`config.mk`:
```
export PLATFORM = sky130hd
export DESIGN_NAME = srre_ctrl
export DESIGN_NICKNAME = d
export VERILOG_FILES = /design/src/srre_pkg.sv /design/src/srre_ctrl.sv
export SDC_FILE = /design/constraint.sdc
export NUM_CORES = 1
export LEC_CHECK = 0
export ABC_AREA = 1
export BUFFER_PORTS_ARGS = -buffer_cell sky130_fd_sc_hd__buf_4
export CAP_MARGIN = 20
export CORE_UTILIZATION = 57
export DETAILED_ROUTE_END_ITERATION = 10
export PLACE_DENSITY = 0.88
export SLEW_MARGIN = 10
export SYNTH_ARGS = -nofsm -noshare
export SYNTH_HDL_FRONTEND = slang
export SYNTH_SLANG_ARGS = --single-unit
```
`constraint.sdc`:
```
create_clock -name clk_i -period 3.6 [get_ports clk_i]
set_input_delay 0.36 -clock clk_i [delete_from_list [all_inputs] [get_ports clk_i]]
set_output_delay 0.36 -clock clk_i [all_outputs]
set_load 0.02 [all_outputs]
```
`src/srre_pkg.sv`:
```
// Types and constants shared by the square region rotate engine.
package srre_pkg;

  localparam int VAL_W   = 13;  // cell value width
  localparam int COORD_W = 7;   // row / column counter width
  localparam int SIZE_W  = 7;   // matrix_size register width

  typedef enum logic [1:0] {
    CMD_FILL   = 2'd0,
    CMD_ROTATE = 2'd1,
    CMD_READ   = 2'd2
  } srre_cmd_e;

  typedef enum logic [2:0] {
    ST_IDLE,
    ST_FILL,
    ST_COPY,
    ST_GAP,
    ST_BACK,
    ST_RD_ISSUE,
    ST_RD_DATA,
    ST_RESULT
  } srre_state_e;

  // Enables towards the two memories.
  typedef struct packed {
    logic cell_we;
    logic cell_re;
    logic scr_we;
    logic scr_re;
  } srre_mem_ctl_t;

endpackage

```
`src/srre_ctrl.sv`:
```
// Command sequencer: walks fill / rotate / read over the cell and scratch memories.
module srre_ctrl #(
  parameter int MAX_SIZE = 64,
  localparam int AW      = $clog2(MAX_SIZE * MAX_SIZE)
) (
  input  logic                          clk_i,
  input  logic                          rst_ni,
  // command request
  input  logic                          in_valid_i,
  output logic                          in_ready_o,
  input  logic [1:0]                    in_cmd_i,
  input  logic [5:0]                    in_row_i,
  input  logic [5:0]                    in_col_i,
  input  logic [4:0]                    in_radius_i,
  input  logic                          in_ccw_i,
  input  logic [srre_pkg::SIZE_W-1:0]   size_i,
  // memories
  output srre_pkg::srre_mem_ctl_t       mem_ctl_o,
  output logic [AW-1:0]                 cell_waddr_o,
  output logic [srre_pkg::VAL_W-1:0]    cell_wdata_o,
  output logic [AW-1:0]                 cell_raddr_o,
  input  logic [srre_pkg::VAL_W-1:0]    cell_rdata_i,
  output logic [AW-1:0]                 scr_waddr_o,
  output logic [srre_pkg::VAL_W-1:0]    scr_wdata_o,
  output logic [AW-1:0]                 scr_raddr_o,
  input  logic [srre_pkg::VAL_W-1:0]    scr_rdata_i,
  // result
  output logic                          res_valid_o,
  input  logic                          res_ready_i,
  output logic [srre_pkg::VAL_W-1:0]    res_value_o,
  output logic                          res_err_o
);

  localparam int SW = $clog2(MAX_SIZE + 1);
  localparam int CW = (SW > 8) ? SW : 8;
  localparam int KW = srre_pkg::COORD_W;
  localparam logic [AW-1:0] ROW_STRIDE = AW'(MAX_SIZE);

  function automatic logic [AW-1:0] cell_addr(input logic [KW-1:0] row,
                                               input logic [KW-1:0] col);
    return AW'(AW'(row) * ROW_STRIDE + AW'(col));
  endfunction

  srre_pkg::srre_state_e state_q, state_d;

  logic [KW-1:0] i_q, i_d, j_q, j_d, tr_q, tr_d, tc_q, tc_d;
  logic [KW-1:0] lo_i_q, lo_i_d, hi_i_q, hi_i_d, lo_j_q, lo_j_d, hi_j_q, hi_j_d;
  logic          ccw_q, ccw_d;
  logic [srre_pkg::VAL_W-1:0] val_q, val_d;
  logic          err_q, err_d;
  logic          pend_q, pend_d, pend_scr_q, pend_scr_d;
  logic [AW-1:0] pend_addr_q, pend_addr_d;

  // effective size and range checks on the incoming command
  logic [CW-1:0] size_ext, n_eff, x_ext, y_ext, r_ext;
  logic          rot_bad, rd_bad;
  logic [KW-1:0] x_lo, x_hi, y_lo, y_hi, n_last;

  assign size_ext = CW'(size_i);
  assign n_eff    = (size_i == '0) ? CW'(1)
                  : ((size_ext > CW'(MAX_SIZE)) ? CW'(MAX_SIZE) : size_ext);
  assign x_ext    = CW'(in_row_i);
  assign y_ext    = CW'(in_col_i);
  assign r_ext    = CW'(in_radius_i);
  assign rot_bad  = (x_ext < r_ext) || (x_ext + r_ext >= n_eff)
                 || (y_ext < r_ext) || (y_ext + r_ext >= n_eff);
  assign rd_bad   = (x_ext >= n_eff) || (y_ext >= n_eff);
  assign x_lo     = KW'(in_row_i) - KW'(in_radius_i);
  assign x_hi     = KW'(in_row_i) + KW'(in_radius_i);
  assign y_lo     = KW'(in_col_i) - KW'(in_radius_i);
  assign y_hi     = KW'(in_col_i) + KW'(in_radius_i);
  assign n_last   = KW'(n_eff - CW'(1));

  // raster walk over [lo_i..hi_i] x [lo_j..hi_j]
  logic          row_end, walk_last;
  logic [KW-1:0] i_step, j_step, tr_step, tc_step;
  logic [AW-1:0] ij_addr, tgt_addr;

  assign row_end   = (j_q == hi_j_q);
  assign walk_last = row_end && (i_q == hi_i_q);
  assign i_step    = row_end ? KW'(i_q + KW'(1)) : i_q;
  assign j_step    = row_end ? lo_j_q : KW'(j_q + KW'(1));
  // rotated target: clockwise runs rows up along j, columns down along i
  always_comb begin
    if (!ccw_q) begin
      tr_step = row_end ? lo_i_q : KW'(tr_q + KW'(1));
      tc_step = row_end ? KW'(tc_q - KW'(1)) : tc_q;
    end else begin
      tr_step = row_end ? hi_i_q : KW'(tr_q - KW'(1));
      tc_step = row_end ? KW'(tc_q + KW'(1)) : tc_q;
    end
  end
  assign ij_addr  = cell_addr(i_q, j_q);
  assign tgt_addr = cell_addr(tr_q, tc_q);

  always_ff @(posedge clk_i or negedge rst_ni) begin
    if (!rst_ni) begin
      state_q <= srre_pkg::ST_IDLE;
      pend_q  <= 1'b0;
    end else begin
      state_q <= state_d;
      pend_q  <= pend_d;
    end
  end

  always_ff @(posedge clk_i) begin
    i_q         <= i_d;
    j_q         <= j_d;
    tr_q        <= tr_d;
    tc_q        <= tc_d;
    lo_i_q      <= lo_i_d;
    hi_i_q      <= hi_i_d;
    lo_j_q      <= lo_j_d;
    hi_j_q      <= hi_j_d;
    ccw_q       <= ccw_d;
    val_q       <= val_d;
    err_q       <= err_d;
    pend_scr_q  <= pend_scr_d;
    pend_addr_q <= pend_addr_d;
  end

  always_comb begin
    state_d     = state_q;
    i_d         = i_q;
    j_d         = j_q;
    tr_d        = tr_q;
    tc_d        = tc_q;
    lo_i_d      = lo_i_q;
    hi_i_d      = hi_i_q;
    lo_j_d      = lo_j_q;
    hi_j_d      = hi_j_q;
    ccw_d       = ccw_q;
    val_d       = val_q;
    err_d       = err_q;
    pend_d      = 1'b0;
    pend_scr_d  = pend_scr_q;
    pend_addr_d = pend_addr_q;
    in_ready_o  = 1'b0;
    res_valid_o = 1'b0;
    mem_ctl_o   = '0;

    // write of the previous cycle's read (copy or copy-back)
    mem_ctl_o.scr_we  = pend_q && pend_scr_q;
    mem_ctl_o.cell_we = pend_q && !pend_scr_q;

    unique case (state_q)
      srre_pkg::ST_IDLE: begin
        in_ready_o = 1'b1;
        if (in_valid_i) begin
          val_d = '0;
          err_d = 1'b0;
          ccw_d = in_ccw_i;
          unique case (srre_pkg::srre_cmd_e'(in_cmd_i))
            srre_pkg::CMD_FILL: begin
              lo_i_d  = '0;
              lo_j_d  = '0;
              hi_i_d  = n_last;
              hi_j_d  = n_last;
              i_d     = '0;
              j_d     = '0;
              val_d   = srre_pkg::VAL_W'(1);
              state_d = srre_pkg::ST_FILL;
            end
            srre_pkg::CMD_ROTATE: begin
              if (rot_bad) begin
                err_d   = 1'b1;
                state_d = srre_pkg::ST_RESULT;
              end else begin
                lo_i_d  = x_lo;
                hi_i_d  = x_hi;
                lo_j_d  = y_lo;
                hi_j_d  = y_hi;
                i_d     = x_lo;
                j_d     = y_lo;
                tr_d    = in_ccw_i ? x_hi : x_lo;
                tc_d    = in_ccw_i ? y_lo : y_hi;
                state_d = srre_pkg::ST_COPY;
              end
            end
            srre_pkg::CMD_READ: begin
              if (rd_bad) begin
                err_d   = 1'b1;
                state_d = srre_pkg::ST_RESULT;
              end else begin
                i_d     = KW'(in_row_i);
                j_d     = KW'(in_col_i);
                state_d = srre_pkg::ST_RD_ISSUE;
              end
            end
            default: begin
              state_d = srre_pkg::ST_RESULT;
            end
          endcase
        end
      end
      srre_pkg::ST_FILL: begin
        mem_ctl_o.cell_we = 1'b1;
        i_d   = i_step;
        j_d   = j_step;
        val_d = srre_pkg::VAL_W'(val_q + srre_pkg::VAL_W'(1));
        if (walk_last) begin
          val_d   = '0;
          state_d = srre_pkg::ST_RESULT;
        end
      end
      srre_pkg::ST_COPY: begin
        mem_ctl_o.cell_re = 1'b1;
        pend_d      = 1'b1;
        pend_scr_d  = 1'b1;
        pend_addr_d = tgt_addr;
        i_d  = i_step;
        j_d  = j_step;
        tr_d = tr_step;
        tc_d = tc_step;
        if (walk_last) begin
          i_d     = lo_i_q;
          j_d     = lo_j_q;
          state_d = srre_pkg::ST_GAP;
        end
      end
      srre_pkg::ST_GAP: begin
        // last scratch write lands here, before the copy-back reads it
        state_d = srre_pkg::ST_BACK;
      end
      srre_pkg::ST_BACK: begin
        mem_ctl_o.scr_re = 1'b1;
        pend_d      = 1'b1;
        pend_scr_d  = 1'b0;
        pend_addr_d = ij_addr;
        i_d = i_step;
        j_d = j_step;
        if (walk_last) begin
          state_d = srre_pkg::ST_RESULT;
        end
      end
      srre_pkg::ST_RD_ISSUE: begin
        mem_ctl_o.cell_re = 1'b1;
        state_d = srre_pkg::ST_RD_DATA;
      end
      srre_pkg::ST_RD_DATA: begin
        val_d   = cell_rdata_i;
        state_d = srre_pkg::ST_RESULT;
      end
      srre_pkg::ST_RESULT: begin
        res_valid_o = 1'b1;
        if (res_ready_i) begin
          state_d = srre_pkg::ST_IDLE;
        end
      end
      default: begin
        state_d = srre_pkg::ST_IDLE;
      end
    endcase
  end

  assign cell_waddr_o = (state_q == srre_pkg::ST_FILL) ? ij_addr : pend_addr_q;
  assign cell_wdata_o = (state_q == srre_pkg::ST_FILL) ? val_q : scr_rdata_i;
  assign cell_raddr_o = ij_addr;
  assign scr_waddr_o  = pend_addr_q;
  assign scr_wdata_o  = cell_rdata_i;
  assign scr_raddr_o  = ij_addr;
  assign res_value_o  = val_q;
  assign res_err_o    = err_q;

endmodule

```
Word-level counts from Yosys, hierarchy flattened
Index checks and enable logic that the tools add are counted.

Bits in registers: 88. Output and inout port bits: 94. Word-level logic and storage cells: 149.

Add/sub/neg operators: 16. $lt $le $gt $ge: 7. Equality and inequality tests: 22. Multiplexer cells: 63. Reductions and logical operators: 26.

Operators with widths (count): two-way mux 7 bit (28); case mux 7 bit (2 select lines) (6); case mux 7 bit (3 select lines) (4); two-way mux 13 bit (3); case mux 13 bit (3 select lines) (1); adder 6 x 5 -> 7 bit (4); adder 7 x 1 -> 7 bit, second input constant (4); adder 12 x 7 -> 12 bit (2); case mux 12 bit (2 select lines) (1); case mux 3 bit (7 select lines) (1); subtractor 7 x 1 -> 7 bit, second input constant (3); two-way mux 3 bit (5); equality test 7 bit (2); greater-or-equal comparator 6 x 7 -> 1 bit (2); greater-or-equal comparator 7 bit (2); subtractor 6 x 5 -> 7 bit (2); adder 13 x 1 -> 13 bit, second input constant (1); equality test 3 bit, second input constant (4); < comparator 6 x 5 -> 1 bit (2); two-way mux 12 bit (1); inequality test 2 bit, second input constant (6); AND reduction 4 bit (3); AND reduction 5 bit (2); two-way mux 1 bit (9); 21 further kinds (36).

Longest topological paths before layout
Depth in word-level cells: 11. Gate-level depth with buffers: 23. Mapped depth without buffers: 23.

Worst setup path after synthesis
Ideal clock, no wire load.

Path type: input-to-reg. Start: input port in_col_i[0]. End: register hi_i_q[0], enable pin. Data arrival time: 3.688 ns. Data required time: 3.187 ns. Slack: -0.501 ns. Stages: 20. Buffers on the path: 0. Cell sequence: ha_1 > inv_1 > fa_1 > inv_1 > a21oi_1 > o21ai_0 > nand2_1 > a21oi_1 > ha_1 > nand2_1 > inv_1 > nand2_1 > nand3_1 > nor2_1 > nand2_1 > nor2_1 > nand2_1 > nand2_1 > nand2_1 > nor2_1.

Longest elaborated chain between the ends: 5.

RTL lines: start: declaration (RTL line srre_ctrl.sv:13) `input logic [5:0] in_col_i,`; adder 6 x 5 -> 7 bit / < comparator 6 x 5 -> 1 bit (equally long branches) (RTL line srre_ctrl.sv:66) `|| (y_ext < r_ext) || (y_ext + r_ext >= n_eff);`; greater-or-equal comparator 7 bit / logical OR 1 bit (equally long branches) (RTL line srre_ctrl.sv:66); logical OR 1 bit (*) (RTL line srre_ctrl.sv:66); inequality test 2 bit (no line) (*); AND reduction 4 bit (no line) (*); end signal: assignment (RTL line srre_ctrl.sv:112) `hi_i_q <= hi_i_d;`; end: declaration (RTL line srre_ctrl.sv:47) `logic [KW-1:0] lo_i_q, lo_i_d, hi_i_q, hi_i_d, lo_j_q, lo_j_d, hi_j_q, hi_j_d;`.

Mark *: on every way between the ends. The rest lies on a longest branch, timed or not. A chain may end at the register's enable or synchronous reset.

Final worst setup path
Start: input port in_radius_i[0]. End: register j_q[4], enable pin.

Longest elaborated chain between the ends: 7.

RTL lines: start: declaration (RTL line srre_ctrl.sv:14) `input logic [4:0] in_radius_i,`; adder 6 x 5 -> 7 bit (RTL line srre_ctrl.sv:65) `assign rot_bad = (x_ext < r_ext) || (x_ext + r_ext >= n_eff)`; greater-or-equal comparator 7 bit (RTL line srre_ctrl.sv:65); logical OR 1 bit (RTL line srre_ctrl.sv:65); logical OR 1 bit (RTL line srre_ctrl.sv:66); logical OR 1 bit (*) (RTL line srre_ctrl.sv:66); inequality test 3 bit (no line) (*); AND reduction 5 bit (no line) (*); end signal: assignment (RTL line srre_ctrl.sv:108) `j_q <= j_d;`; end: declaration (RTL line srre_ctrl.sv:46) `logic [KW-1:0] i_q, i_d, j_q, j_d, tr_q, tr_d, tc_q, tc_d;`.

Marks and branches as above.

==> results list <==
- Clock net sink count: 87
- Detailed routing inserted a total of 7452 vias.
- Flop-to-flop setup slack: 0.61 ns
* Synth Net Count: 1120
- Worst reg-to-reg path cell count: 10
- Max-cap violations in this run came to 0.
- The post-route netlist has 18.4% of its cells at a drive strength greater than 1.
* Required time at the endpoint of the critical path: 3.66 ns
- Detailed-route vias per instance: 5.78
- First-pass GRT wire length: 35.5 mm
- Power spread over the standard cell area amounts to 722 mW/mm².
- Setup repair after global routing left no endpoint under its margin.
* Wire length per cell: 17.9 µm
- Hpwl dp: 18.0 mm
- In this run the cell area measured after placement is 0.00867 mm².
* Final cycle utilization of the critical path: 90.8%
- Initial core utilization: 59.0%
- Entering global routing, the biggest net connects 50 pins.
- Along the worst path, the maximum fanout reaches 14.
- Proportion of register bits with asynchronous set or reset after synthesis: 4.60%
- In this run the standard cell core region covers 0.0128 mm².
- Skew final: 0.00762 ns
- Measured along the y axis, the die boundary spans 117 µm.
- CTS H-tree lvls: 3
- In this run, the number of DRC markers left after iteration 0 of detailed routing was 1070.
* Final net count: 1238
* Total setup violations reported at the end of the flow: 0
* Number of hold violations in the final report: 0
* Crit Reg-Reg Endpoint: tc_q[6]
- Syn. warnings: 0
- The max-slew violation count is 0.
* Antenna diode count: 0
- Netlist Area Pre-Place: 0.00754 mm²
* Yosys top cell area share: 33.1%
- From left edge to right edge, the die measures 117 µm.
* Number of enable flip-flop cells after synthesis: 83
* Cell at the root of the clock tree: clkbuf_16
* Path type of the worst setup path: input port to flop
- Global routing used 34.6% of the available tracks.
- Cell type with the highest occurrence count on the critical path: nand2_1
* Hold WC Path Type: input port to flop
- After filler insertion, the fill cell instance count of the layout stands at 1008.
- Standard cell with the maximum stage delay on the critical path: fa_1
- Number of input and output port buffers inserted: 150
* Final Wtd Congestion: 1.03
* Crit. Startpoint: in_radius_i[0]
- The worst-case IR drop observed on VDD is 0.298 mV.
* Post-synthesis sequential area ratio: 34.4%
- Arrival time of the worst setup path: 3.33 ns
- In the synthesized netlist the dominant register cell turns out to be edfxtp_1.
- Cells after Synth: 995
- Dominant cell type by area after synthesis: edfxtp_1
* Post-synthesis area per instance: 7.57 µm²
* Setup fix buffers added after clock tree synthesis: 0
* Total global routing overflow: 0
- Yosys mapped the design onto 46 distinct sky130hd cell types.
* Cell Chain, Critical Path: buf_4, ha_1, inv_1, fa_1, inv_1, a21oi_1, o21ai_0, buf_4, xor2_1, inv_1, ha_1, nand2_1, nand2_1, nand2_1, nand3_1, nor2_1, nand2_1, nor2_1, nand2_1, nand2_1, o211ai_1, nor2_2, buf_12
- Final routed DRC violation total: 0
- Clock tree synthesis inserted a total of 9 buffers.
- Setup_tns: 0 ns
- Launch instance of the worst register-to-register path: ccw_q
* Number of nets still failing antenna checks after routing: 0
* Antenna violations before repair: 0
- The critical path ends at j_q[4].
- Critical path endpoint category: flop
- On the worst path, the slowest cell contributes a delay of 0.38 ns.
- At the pin with the least slew margin, the transition time is 0.703 ns.
- Number of cell rows: 41
- The floorplan step defined a die boundary enclosing 0.0137 mm².
* I/O Pins: 151
- Synthesis inferred 87 register bits.
- Clock transition at the registers of the reported paths: 0.07 ns
* Area growth from synthesis to layout: 19.3%
* Element type at the critical path start: input port
- Minimum clock period: 3.27 ns
- For this design the static power due to leakage is 4.30 nW.
- Before antenna repair, the detailed router went through 6 iterations.
- Number of global-route vias before repair: 6918
- Insertion delay of the later-clocked pin in the worst-skew pair: 0.35 ns
* Aggregate routed wire length: 23.1 mm
- Leading post-synthesis cells by cell area: edfxtp_1 (33%), nand2_1 (13%), ha_1 (10%), o21ai_0 (6.9%), inv_1 (5.8%)
* Layout Cell Area excl Fill: 0.00899 mm²
- Headroom to the max-slew limit came out at 53.0%.
- The flow ran to the end, and the final reports show no timing, DRC or antenna violations.
- Highest Clock Rate: 0.306 GHz
- The clock passes through at most 2 buffers.
- TritonCTS clock tree: built
flip-flops by register name (all words and copies together) (netlist names), 3 cells and up:
signal,cells
res_value_o,13
scr_waddr_o,12
hi_i_q,7
hi_j_q,7
i_q,7
j_q,7
lo_i_q,7
lo_j_q,7
tc_q,7
tr_q,6
state_q,3
synth_stat cells, drive strengths merged (3+ instances only):
library cell  instances
nand2               264
inv                 122
o21ai               112
edfxtp               83
nor2                 83
ha                   63
buf                  46
nand3                43
a21oi                42
xor2                 31
xnor2                17
clkbuf               15
o211ai               12
nor3                 11
nand4                10
a22oi                 5
fa                    5
or2                   5
dfrtp                 4
a21o                  3
worst min-delay path by stage:
stage	end	from	cells past startpoint	slack, ns
CTS	ccw_q	in_ccw_i	1	0.30
global placement	pend_q	rst_ni	1	0.16
floorplan	pend_q	rst_ni	0	0.06
global route	ccw_q	in_ccw_i	1	0.31
finish	res_value_o[10]	cell_rdata_i[10]	3	0.31
detailed placement	pend_q	rst_ni	1	0.16
through the flow:
stage	hold slack (ns)	util [%]	setup slack, ns	total power, mW	cells
2_1_floorplan	0.0644	-	0.113	4.20	995
6_report	0.307	70.4	0.332	6.49	1290
3_5_place_dp	0.159	67.9	0.0131	5.45	1273
5_1_grt	0.307	70.4	0.0375	6.88	1290
3_3_place_gp	0.158	67.9	0.0918	5.34	1273
4_1_cts	0.295	70.4	0.349	6.44	1290
report_power, final:
part	internal [mW]	switching, mW	leakage (nW)
combinational	1.31	2.25	3.32
clock	0.579	0.406	0.153
sequential	1.58	0.369	0.823
layer usage:
metal | track usage [%] | up-vias | wire, µm
li1 | - | 3497 | -
met1 | 45.0 | 3388 | 9070
met4 | 18.5 | 0 | 1180
met3 | 4.84 | 81 | 2120
met5 | 0 | - | 0
met2 | 56.3 | 486 | 10800
cell families after synthesis:
family / Yosys count / share of synthesized area [%]
buffers and inverters: 184 / 11.1
XOR/XNOR: 48 / 5.58
adder cells (fa/ha/maj): 68 / 11.8
multiplexers: 2 / 0.266
flip-flops: 87 / 34.4
AO/OA/AOI/OAI: 187 / 13.5
AND/OR/NAND/NOR: 419 / 23.4
cell type report:
class | instances | area [µm²] | area share (%)
clock buffers | 12 | 256 | 2.85
clock inverters | 4 | 52.6 | 0.585
inverters | 123 | 464 | 5.16
multi-input cells | 724 | 4120 | 45.8
flip-flops and latches | 87 | 2590 | 28.8
well taps | 172 | 215 | 2.39
repair buffers | 168 | 1290 | 14.3
critical path, delay by kind of cell:
kind                     cells  cell delay, ns
AND/OR/NAND/NOR             10            0.89
AO/OA/AOI/OAI                3            0.33
adder cells (fa/ha/maj)      3            0.84
buffers and inverters        6            0.65
XOR/XNOR                     1            0.24
cell usage in the layout, fill, tap and decap left out, types with 9 or more instances in the layout:
| cell | n |
|---|---|
| xnor2_1 | 17 |
| ha_1 | 63 |
| o21ai_0 | 104 |
| clkbuf_16 | 9 |
| inv_1 | 116 |
| a21oi_1 | 42 |
| nand4_1 | 10 |
| edfxtp_1 | 83 |
| nand3_1 | 42 |
| xor2_1 | 31 |
| buf_4 | 165 |
| nor2_1 | 76 |
| nand2_1 | 261 |
| o211ai_1 | 12 |
what timing repair did:
item / CTS / global route
hold buffers: 1 / 0
hold endpoints to repair: 4 / 0
setup endpoints to repair: 0 / 6
gates resized for setup: 0 / 1
Power figures use the tool's default switching activity.
